[config.mk]
export PLATFORM = sky130hd
export DESIGN_NAME = stable_priority_queue_unit
export DESIGN_NICKNAME = d
export VERILOG_FILES = /design/src/hdl/spq_pkg.sv /design/src/hdl/spq_datapath.sv /design/src/hdl/spq_controller.sv /design/src/hdl/stable_priority_queue_unit.sv
export SDC_FILE = /design/constraint.sdc
export NUM_CORES = 2
export LEC_CHECK = 0
export BUFFER_PORTS_ARGS = -buffer_cell sky130_fd_sc_hd__buf_2
export CAP_MARGIN = 0
export CORE_MARGIN = 2
export CORE_UTILIZATION = 40
export CTS_CLUSTER_SIZE = 25
export DETAILED_ROUTE_END_ITERATION = 8
export PLACE_DENSITY = 0.55
export SYNTH_ARGS = -nofsm -noshare
export SYNTH_HDL_FRONTEND = slang
export SYNTH_SLANG_ARGS = --single-unit
export TNS_END_PERCENT = 1
[constraint.sdc]
create_clock -name clk -period 8.9 [get_ports clk]
set_input_delay 0.89 -clock clk [delete_from_list [all_inputs] [get_ports clk]]
set_output_delay 0.89 -clock clk [all_outputs]
set_load 0.05 [all_outputs]
[src/hdl/spq_pkg.sv]
// Shared types and constants for the stable priority queue unit.
// No dependencies; imported by every module under hdl/.
package spq_pkg;

    localparam int DEPTH_DEFAULT = 16;
    localparam int PRIO_W        = 8;
    localparam int DATA_W        = 32;
    localparam int COUNT_W       = 5;
    localparam int STATUS_W      = 2;

    localparam logic OP_ENQUEUE = 1'b0;
    localparam logic OP_DEQUEUE = 1'b1;

    typedef enum logic [STATUS_W-1:0] {
        ST_DONE  = 2'd0,
        ST_FULL  = 2'd1,
        ST_EMPTY = 2'd2
    } status_code_t;

    // controller -> datapath
    typedef struct packed {
        logic         load;       // latch the request word
        logic         enq;        // insert the latched entry
        logic         deq;        // pop the head
        logic         wr_result;  // update the result registers
        status_code_t code;
    } spq_cmd_t;

    // datapath -> controller
    typedef struct packed {
        logic op_deq;
        logic full;
        logic empty;
    } spq_stat_t;

endpackage

[src/hdl/spq_datapath.sv]
// Sorted entry row, request register and result registers of the queue.
// Depends on spq_pkg; driven by spq_controller through spq_cmd_t.
module spq_datapath
    import spq_pkg::*;
#(
    parameter int DEPTH = DEPTH_DEFAULT
)
(
    input  logic                     clk,
    input  logic                     rst_n,
    input  spq_cmd_t                 cmd,
    output spq_stat_t                stat,
    input  logic                     op,
    input  logic signed [DATA_W-1:0] item_data,
    input  logic [PRIO_W-1:0]        item_priority,
    output logic [STATUS_W-1:0]      status,
    output logic [PRIO_W-1:0]        out_priority,
    output logic signed [DATA_W-1:0] out_data,
    output logic [COUNT_W-1:0]       count
);

    localparam int CNT_W = $clog2(DEPTH + 1);

    logic                     op_reg;
    logic [PRIO_W-1:0]        req_prio_reg;
    logic signed [DATA_W-1:0] req_data_reg;

    logic [PRIO_W-1:0]        prio_reg  [DEPTH];
    logic [PRIO_W-1:0]        prio_next [DEPTH];
    logic [PRIO_W-1:0]        prio_up   [DEPTH];
    logic [PRIO_W-1:0]        prio_dn   [DEPTH];
    logic signed [DATA_W-1:0] data_reg  [DEPTH];
    logic signed [DATA_W-1:0] data_next [DEPTH];
    logic signed [DATA_W-1:0] data_up   [DEPTH];
    logic signed [DATA_W-1:0] data_dn   [DEPTH];

    logic [CNT_W-1:0] count_reg;
    logic [CNT_W-1:0] count_next;

    logic [DEPTH-1:0] gt;
    logic [DEPTH-1:0] gt_prev;
    logic [DEPTH-1:0] at_end;

    logic [STATUS_W-1:0]      status_reg;
    logic [PRIO_W-1:0]        out_priority_reg;
    logic signed [DATA_W-1:0] out_data_reg;

    // neighbour taps of each cell
    always_comb
    begin
        prio_up[0] = req_prio_reg;
        data_up[0] = req_data_reg;
        for (int i = 1; i < DEPTH; i++)
        begin
            prio_up[i] = prio_reg[i-1];
            data_up[i] = data_reg[i-1];
        end
        for (int i = 0; i < DEPTH - 1; i++)
        begin
            prio_dn[i] = prio_reg[i+1];
            data_dn[i] = data_reg[i+1];
        end
        prio_dn[DEPTH-1] = prio_reg[DEPTH-1];
        data_dn[DEPTH-1] = data_reg[DEPTH-1];
    end

    // each occupied cell compares itself with the new priority; the row is
    // sorted, so gt is a run of ones ending at the fill level
    always_comb
    begin
        for (int i = 0; i < DEPTH; i++)
        begin
            gt[i]     = (CNT_W'(i) < count_reg) && (prio_reg[i] > req_prio_reg);
            at_end[i] = (CNT_W'(i) == count_reg);
        end
        gt_prev = {gt[DEPTH-2:0], 1'b0};
    end

    always_comb
    begin
        count_next = count_reg;
        for (int i = 0; i < DEPTH; i++)
        begin
            prio_next[i] = prio_reg[i];
            data_next[i] = data_reg[i];
        end
        if (cmd.enq)
        begin
            count_next = count_reg + 1'b1;
            for (int i = 0; i < DEPTH; i++)
            begin
                if (gt_prev[i])
                begin
                    prio_next[i] = prio_up[i];
                    data_next[i] = data_up[i];
                end
                else if (gt[i] || at_end[i])
                begin
                    prio_next[i] = req_prio_reg;
                    data_next[i] = req_data_reg;
                end
            end
        end
        else if (cmd.deq)
        begin
            count_next = count_reg - 1'b1;
            for (int i = 0; i < DEPTH; i++)
            begin
                prio_next[i] = prio_dn[i];
                data_next[i] = data_dn[i];
            end
        end
    end

    always_ff @(posedge clk)
    begin
        for (int i = 0; i < DEPTH; i++)
        begin
            prio_reg[i] <= prio_next[i];
            data_reg[i] <= data_next[i];
        end
    end

    always_ff @(posedge clk or negedge rst_n)
    begin
        if (!rst_n)
        begin
            count_reg <= '0;
        end
        else
        begin
            count_reg <= count_next;
        end
    end

    always_ff @(posedge clk)
    begin
        if (cmd.load)
        begin
            op_reg       <= op;
            req_prio_reg <= item_priority;
            req_data_reg <= item_data;
        end
        if (cmd.wr_result)
        begin
            status_reg <= cmd.code;
            if (cmd.deq)
            begin
                out_priority_reg <= prio_reg[0];
                out_data_reg     <= data_reg[0];
            end
            else
            begin
                out_priority_reg <= '0;
                out_data_reg     <= '0;
            end
        end
    end

    assign stat.op_deq = (op_reg == OP_DEQUEUE);
    assign stat.full   = (count_reg == CNT_W'(DEPTH));
    assign stat.empty  = (count_reg == '0);

    assign status       = status_reg;
    assign out_priority = out_priority_reg;
    assign out_data     = out_data_reg;
    assign count        = COUNT_W'(count_reg);

    a_count_bound: assert property (@(posedge clk) disable iff (!rst_n)
        count_reg <= CNT_W'(DEPTH))
        else $error("entry count above depth");

    a_enq_grows: assert property (@(posedge clk) disable iff (!rst_n)
        cmd.enq |=> count_reg == $past(count_reg) + 1'b1)
        else $error("enqueue did not add an entry");

    a_deq_shrinks: assert property (@(posedge clk) disable iff (!rst_n)
        cmd.deq |=> count_reg == $past(count_reg) - 1'b1)
        else $error("dequeue did not remove an entry");

    a_head_sorted: assert property (@(posedge clk) disable iff (!rst_n)
        count_reg >= CNT_W'(2) |-> prio_reg[0] <= prio_reg[1])
        else $error("head entries out of order");

endmodule

[src/hdl/spq_controller.sv]
// Request sequencer for the queue: handshakes and datapath commands.
// Depends on spq_pkg; steers spq_datapath.
module spq_controller
    import spq_pkg::*;
(
    input  logic      clk,
    input  logic      rst_n,
    input  logic      in_valid,
    output logic      in_ready,
    output logic      out_valid,
    input  logic      out_ready,
    input  spq_stat_t stat,
    output spq_cmd_t  cmd
);

    typedef enum logic {
        S_IDLE,
        S_EXEC
    } state_t;

    state_t state_reg;
    state_t state_next;
    logic   out_valid_reg;
    logic   out_valid_next;
    logic   accept;

    // a new word may enter in the same cycle the pending result leaves
    assign in_ready = (state_reg == S_IDLE) && (!out_valid_reg || out_ready);
    assign accept   = in_valid && in_ready;

    always_comb
    begin
        cmd            = '0;
        cmd.code       = ST_DONE;
        cmd.load       = accept;
        state_next     = state_reg;
        out_valid_next = out_valid_reg && !out_ready;
        unique case (state_reg)
            S_IDLE:
            begin
                if (accept)
                begin
                    state_next = S_EXEC;
                end
            end
            S_EXEC:
            begin
                cmd.wr_result = 1'b1;
                if (stat.op_deq)
                begin
                    cmd.deq  = !stat.empty;
                    cmd.code = stat.empty ? ST_EMPTY : ST_DONE;
                end
                else
                begin
                    cmd.enq  = !stat.full;
                    cmd.code = stat.full ? ST_FULL : ST_DONE;
                end
                out_valid_next = 1'b1;
                state_next     = S_IDLE;
            end
            default:
            begin
                state_next = S_IDLE;
            end
        endcase
    end

    always_ff @(posedge clk or negedge rst_n)
    begin
        if (!rst_n)
        begin
            state_reg     <= S_IDLE;
            out_valid_reg <= 1'b0;
        end
        else
        begin
            state_reg     <= state_next;
            out_valid_reg <= out_valid_next;
        end
    end

    assign out_valid = out_valid_reg;

    a_load_then_exec: assert property (@(posedge clk) disable iff (!rst_n)
        accept |=> state_reg == S_EXEC)
        else $error("accepted word not executed");

    a_exec_gives_result: assert property (@(posedge clk) disable iff (!rst_n)
        state_reg == S_EXEC |=> out_valid_reg)
        else $error("no result after execute");

    a_no_double_op: assert property (@(posedge clk) disable iff (!rst_n)
        !(cmd.enq && cmd.deq))
        else $error("enqueue and dequeue together");

    a_exec_blocks_input: assert property (@(posedge clk) disable iff (!rst_n)
        state_reg == S_EXEC |-> !in_ready)
        else $error("input taken during execute");

endmodule

[src/hdl/stable_priority_queue_unit.sv]
// Stable priority queue: sorted row of DEPTH cells, lowest priority number at the head.
// On accept the request word is registered and the controller enters its execute state,
// which shifts the cell row and writes the result registers and result valid. No new word
// is taken while a word executes, set by the controller's load/execute sequence; the next
// word is taken in the cycle the result leaves.
// Reset: clears the entry count, the sequencer and the result valid; entry storage is
// not cleared and only occupied cells are ever read.
module stable_priority_queue_unit
    import spq_pkg::*;
#(
    parameter int DEPTH = DEPTH_DEFAULT
)
(
    input  logic                     clk,
    input  logic                     rst_n,
    input  logic                     in_valid,
    output logic                     in_ready,
    input  logic                     op,
    input  logic signed [DATA_W-1:0] item_data,
    input  logic [PRIO_W-1:0]        item_priority,
    output logic                     out_valid,
    input  logic                     out_ready,
    output logic [STATUS_W-1:0]      status,
    output logic [PRIO_W-1:0]        out_priority,
    output logic signed [DATA_W-1:0] out_data,
    output logic [COUNT_W-1:0]       count
);

    spq_cmd_t  cmd;
    spq_stat_t stat;

    spq_controller u_ctrl (
        .clk       (clk),
        .rst_n     (rst_n),
        .in_valid  (in_valid),
        .in_ready  (in_ready),
        .out_valid (out_valid),
        .out_ready (out_ready),
        .stat      (stat),
        .cmd       (cmd)
    );

    spq_datapath #(
        .DEPTH (DEPTH)
    ) u_dp (
        .clk           (clk),
        .rst_n         (rst_n),
        .cmd           (cmd),
        .stat          (stat),
        .op            (op),
        .item_data     (item_data),
        .item_priority (item_priority),
        .status        (status),
        .out_priority  (out_priority),
        .out_data      (out_data),
        .count         (count)
    );

endmodule
==> results.toml <==
[logic_synthesis]
synth_fp_nets = 3718
netlist.area_leader.share = 0.550
synth-seq-cells = 730
number_of_enable_type_register_cells_in_the_synthesized_netlist = 723
yosysSeqAreaShare = 0.554
synthFlopType = "sky130_fd_sc_hd__edfxtp_1"
async_flop_share = 0.00959
synthesis.instances = 3540
synth-warning-count = 0
synth.top_cells.by_area = "sky130_fd_sc_hd__edfxtp_1 (55%), sky130_fd_sc_hd__o2111ai_1 (9.8%), sky130_fd_sc_hd__o211ai_1 (9.2%)"
mappedNetlistArea_mm2 = 0.0395
synth.distinct_cells = 54
post_synth.cell_area_avg_um2 = 11.2
post-synth-top-area-cell = "sky130_fd_sc_hd__edfxtp_1"

[cells_and_area]
antenna_cells_inserted = 0
final_net_count = 3572
largest_register_ffs = 512
area_growth_pct = 11.0
fraction_of_layout_instances_using_a_drive_strength_above_1 = 0.118

[global_routing]
gr-usage-all-layers = 0.261
wire_length_of_the_first_global_routing_pass_mm = 207
initial_antenna_violation_count = 0
grt_pass1_vias = 32400
globalRouteOverflowTotal = 0
grt_start_max_net_pins = 193

[routing]
remaining_drc_errors = 0
drt-initial-drc-count = 3192
route.antenna.remaining_nets = 0
drt-vias-per-instance = 6.77
post_drt_wl_per_cell_um = 28.7
dr.pass1.iters = 6
detail_route.wirelength_mm = 136
via_count = 32100

[cts]
cts_repair_resize_count = 0
clk_path_buf_depth = 3
cts.htree.levels = 3
cts-hold-fix-buffers = 0
number_of_buffers_added_by_the_clock_tree_synthesis_step = 87
cts_tree = "built"
clock_sinks = 730
clkLatencyLatePin_ns = 0.66
cts.repair_timing.setup_buffer_count = 0
clkTransAtPathRegs_ns = 0.06
cts-root-buf = "sky130_fd_sc_hd__clkbuf_16"

[sta]
tightestPinTransition_ns = 1.33
period_minus_slack_ns = 4.80
fmax_mhz = 208
max_slew_margin = 0.114
timing.final.setup_violations = 0
skew_ns = 0.0165
period_share = 0.539
unrepaired_setup_endpoints_after_global_routing = "false"
slew_violations = 0
tns_ns = 0
final-hold-violation-count = 0

[die]
start_util = 0.402
core_area_mm2 = 0.0981
die_width_um = 318
dieArea_mm2 = 0.101
num_io_pins = 94
floorplan.rows = 115
die_height_um = 318

[placed_design]
place.gp.congestion = 0.875
place.detailed.hpwl_mm = 83.8
io_buffers = 93

[setup_path]
data_required_time_at_the_worst_endpoint_ns = 9.38
rrSetupSlack_ns = 4.10
criticalPathCategory = "register to register"
max_stage_delay_ns = 0.79
crit_chain = "inv_1, ha_1, nor3b_2, a211oi_4, buf_12, buf_4, nand2_1, o211ai_1"
crit_path_launch_type = "register"
cp_max_fo = 173
timing.critical_path.slowest_stage_cell = "sky130_fd_sc_hd__dfrtp_1"
timing.rr.start = "u_dp.count[1]$_DFFE_PN0P_"
worst_ep_arrival_time_ns = 5.28
r2r_end = "u_dp.data_reg[0][238]$_DFFE_PP_"
ff2ff_path_depth = 8
critPathCaptureType = "register"

[power_and_ir_drop]
p_leak_uw = 0.0145
power-per-cell-area_mw_per_mm2 = 278
largest_vdd_supply_drop_uv = 189
totalPowerFinal_uw = 12200

[outcome]
status = "finished clean"

[flow_run]
maxCapViolCount = 0

[min_path]
hp-class = "primary input to async pin"
==> logic make-up after synthesis <==
family / Yosys count / synth area share
multiplexers: 41 / 0.0117
flip-flops: 730 / 0.554
AND/OR/NAND/NOR: 944 / 0.103
buffers and inverters: 444 / 0.0478
AO/OA/AOI/OAI: 1244 / 0.240
XOR/XNOR: 4 / 0.000888
adder cells (fa/ha/maj): 133 / 0.0421
==> metal layers <==
metal / GRT usage / part of all wire / up-vias
met3: 0.0300 / 0.056 / 277
met5: 0 / 0 / -
li1: - / - / 14000
met4: 0.0993 / 0.039 / 0
met1: 0.363 / 0.44 / 16500
met2: 0.421 / 0.47 / 1281
==> report_power, final <==
part	switching [µW]	internal (µW)	leakage, µW	total (µW)
combinational	2740	855	0.00629	3590
clock	1500	2110	0.00137	3610
sequential	418	4580	0.00687	5000
total	4660	7540	0.0145	12200
==> critical path, delay by kind of cell (launching register included) <==
| kind | cells | cell delay, ns |
|---|---|---|
| AOI/OAI and AO/OA | 2 | 0.94 |
| DFF | 1 | 0.79 |
| buffers and inverters | 3 | 1.45 |
| adders and majority gates | 1 | 0.34 |
| and+or+nand+nor | 2 | 0.83 |
==> cells in the mapped netlist (2+ instances only) <==
| cell type | n |
|---|---|
| sky130_fd_sc_hd__edfxtp_1 | 723 |
| sky130_fd_sc_hd__nand2_1 | 609 |
| sky130_fd_sc_hd__o211ai_1 | 483 |
| sky130_fd_sc_hd__o2111ai_1 | 440 |
| sky130_fd_sc_hd__clkbuf_1 | 257 |
| sky130_fd_sc_hd__buf_2 | 144 |
| sky130_fd_sc_hd__ha_1 | 133 |
| sky130_fd_sc_hd__o21ai_0 | 109 |
| sky130_fd_sc_hd__nor2_1 | 99 |
| sky130_fd_sc_hd__nand3_1 | 87 |
| sky130_fd_sc_hd__a31oi_1 | 83 |
| sky130_fd_sc_hd__nand4_1 | 63 |
| sky130_fd_sc_hd__and2_1 | 46 |
| sky130_fd_sc_hd__a21oi_1 | 45 |
| sky130_fd_sc_hd__mux2_2 | 40 |
| sky130_fd_sc_hd__inv_1 | 28 |
| sky130_fd_sc_hd__nor2b_1 | 16 |
| sky130_fd_sc_hd__o221ai_1 | 14 |
| sky130_fd_sc_hd__o21a_1 | 13 |
| sky130_fd_sc_hd__a41oi_1 | 12 |
| sky130_fd_sc_hd__a211oi_1 | 11 |
| sky130_fd_sc_hd__o21bai_1 | 11 |
| sky130_fd_sc_hd__and4_1 | 10 |
| sky130_fd_sc_hd__buf_4 | 7 |
| sky130_fd_sc_hd__dfrtp_1 | 7 |
| sky130_fd_sc_hd__buf_1 | 6 |
| sky130_fd_sc_hd__a21boi_0 | 3 |
| sky130_fd_sc_hd__and3_1 | 3 |
| sky130_fd_sc_hd__o21ai_1 | 3 |
| sky130_fd_sc_hd__a211o_1 | 2 |
| sky130_fd_sc_hd__a221oi_2 | 2 |
| sky130_fd_sc_hd__a22oi_1 | 2 |
| sky130_fd_sc_hd__buf_6 | 2 |
| sky130_fd_sc_hd__nor3b_1 | 2 |
| sky130_fd_sc_hd__o22a_1 | 2 |
| sky130_fd_sc_hd__or2_2 | 2 |
| sky130_fd_sc_hd__or3_1 | 2 |
| sky130_fd_sc_hd__xnor2_1 | 2 |
| sky130_fd_sc_hd__xor2_1 | 2 |
==> placed cells by master, fill, tap and decap left out, types with 4 or more instances in the layout <==
cell	instances
sky130_fd_sc_hd__o21a_2	7
sky130_fd_sc_hd__ha_1	133
sky130_fd_sc_hd__nand3_1	87
sky130_fd_sc_hd__edfxtp_1	723
sky130_fd_sc_hd__buf_4	84
sky130_fd_sc_hd__o211ai_1	483
sky130_fd_sc_hd__clkbuf_1	19
sky130_fd_sc_hd__o221ai_1	14
sky130_fd_sc_hd__clkbuf_16	92
sky130_fd_sc_hd__a21oi_1	33
sky130_fd_sc_hd__a211oi_1	10
sky130_fd_sc_hd__o21a_1	6
sky130_fd_sc_hd__nor2_1	97
sky130_fd_sc_hd__o2111ai_1	440
sky130_fd_sc_hd__clkinv_1	20
sky130_fd_sc_hd__nand4_1	63
sky130_fd_sc_hd__buf_12	4
sky130_fd_sc_hd__mux2_2	40
sky130_fd_sc_hd__a31oi_1	80
sky130_fd_sc_hd__dfrtp_1	6
sky130_fd_sc_hd__bufinv_16	8
sky130_fd_sc_hd__inv_1	28
sky130_fd_sc_hd__buf_2	93
sky130_fd_sc_hd__a21oi_2	5
sky130_fd_sc_hd__a41oi_4	11
sky130_fd_sc_hd__nand2_1	609
sky130_fd_sc_hd__and4_1	10
sky130_fd_sc_hd__clkinv_2	16
sky130_fd_sc_hd__o21bai_2	8
sky130_fd_sc_hd__and2_1	45
sky130_fd_sc_hd__o21ai_0	109
sky130_fd_sc_hd__a21oi_4	7
sky130_fd_sc_hd__nor2b_1	16
==> through the flow <==
| stage | hold WS, ns | cell area, µm² | instances | util | setup slack, ns |
|---|---|---|---|---|---|
| final | 0.0606 | 43800 | 4749 | 0.447 | 4.10 |
| after global routing | 0.0505 | 43800 | 4749 | 0.447 | 3.92 |
| after CTS | 0.0354 | 43800 | 4749 | 0.447 | 4.24 |
| after detailed placement | 0.530 | 41000 | 4592 | 0.418 | 4.28 |
| after global placement | 0.518 | 41000 | 4592 | 0.418 | 4.29 |
| after floorplan | 0.514 | 39500 | 3540 | - | 3.14 |
==> worst max path at each step <==
stage                                     startpoint                               to  slack [ns]  depth (start not counted)
after floorplan           u_ctrl.state_reg$_DFF_PN0_  u_dp.data_reg[1][224]$_DFFE_PP_        3.14                          5
after global placement     u_dp.count[1]$_DFFE_PN0P_  u_dp.data_reg[1][215]$_DFFE_PP_        4.29                          8
after detailed placement   u_dp.count[1]$_DFFE_PN0P_  u_dp.data_reg[1][215]$_DFFE_PP_        4.28                          8
after CTS                  u_dp.count[1]$_DFFE_PN0P_   u_dp.data_reg[0][55]$_DFFE_PP_        4.24                          8
after global routing       u_dp.count[1]$_DFFE_PN0P_   u_dp.data_reg[0][55]$_DFFE_PP_        3.92                          8
final                      u_dp.count[1]$_DFFE_PN0P_  u_dp.data_reg[0][238]$_DFFE_PP_        4.10                          8
==> final cells by class <==
class | count | area [µm²]
multi-input combinational | 2366 | 16300
clock buffer | 111 | 2370
clock inverter | 46 | 420
tap | 1287 | 1610
sequential | 730 | 21900
inverter | 28 | 105
timing repair buffer | 181 | 1180
fill | 9299 | 54300
Power figures use the tool's default switching activity.
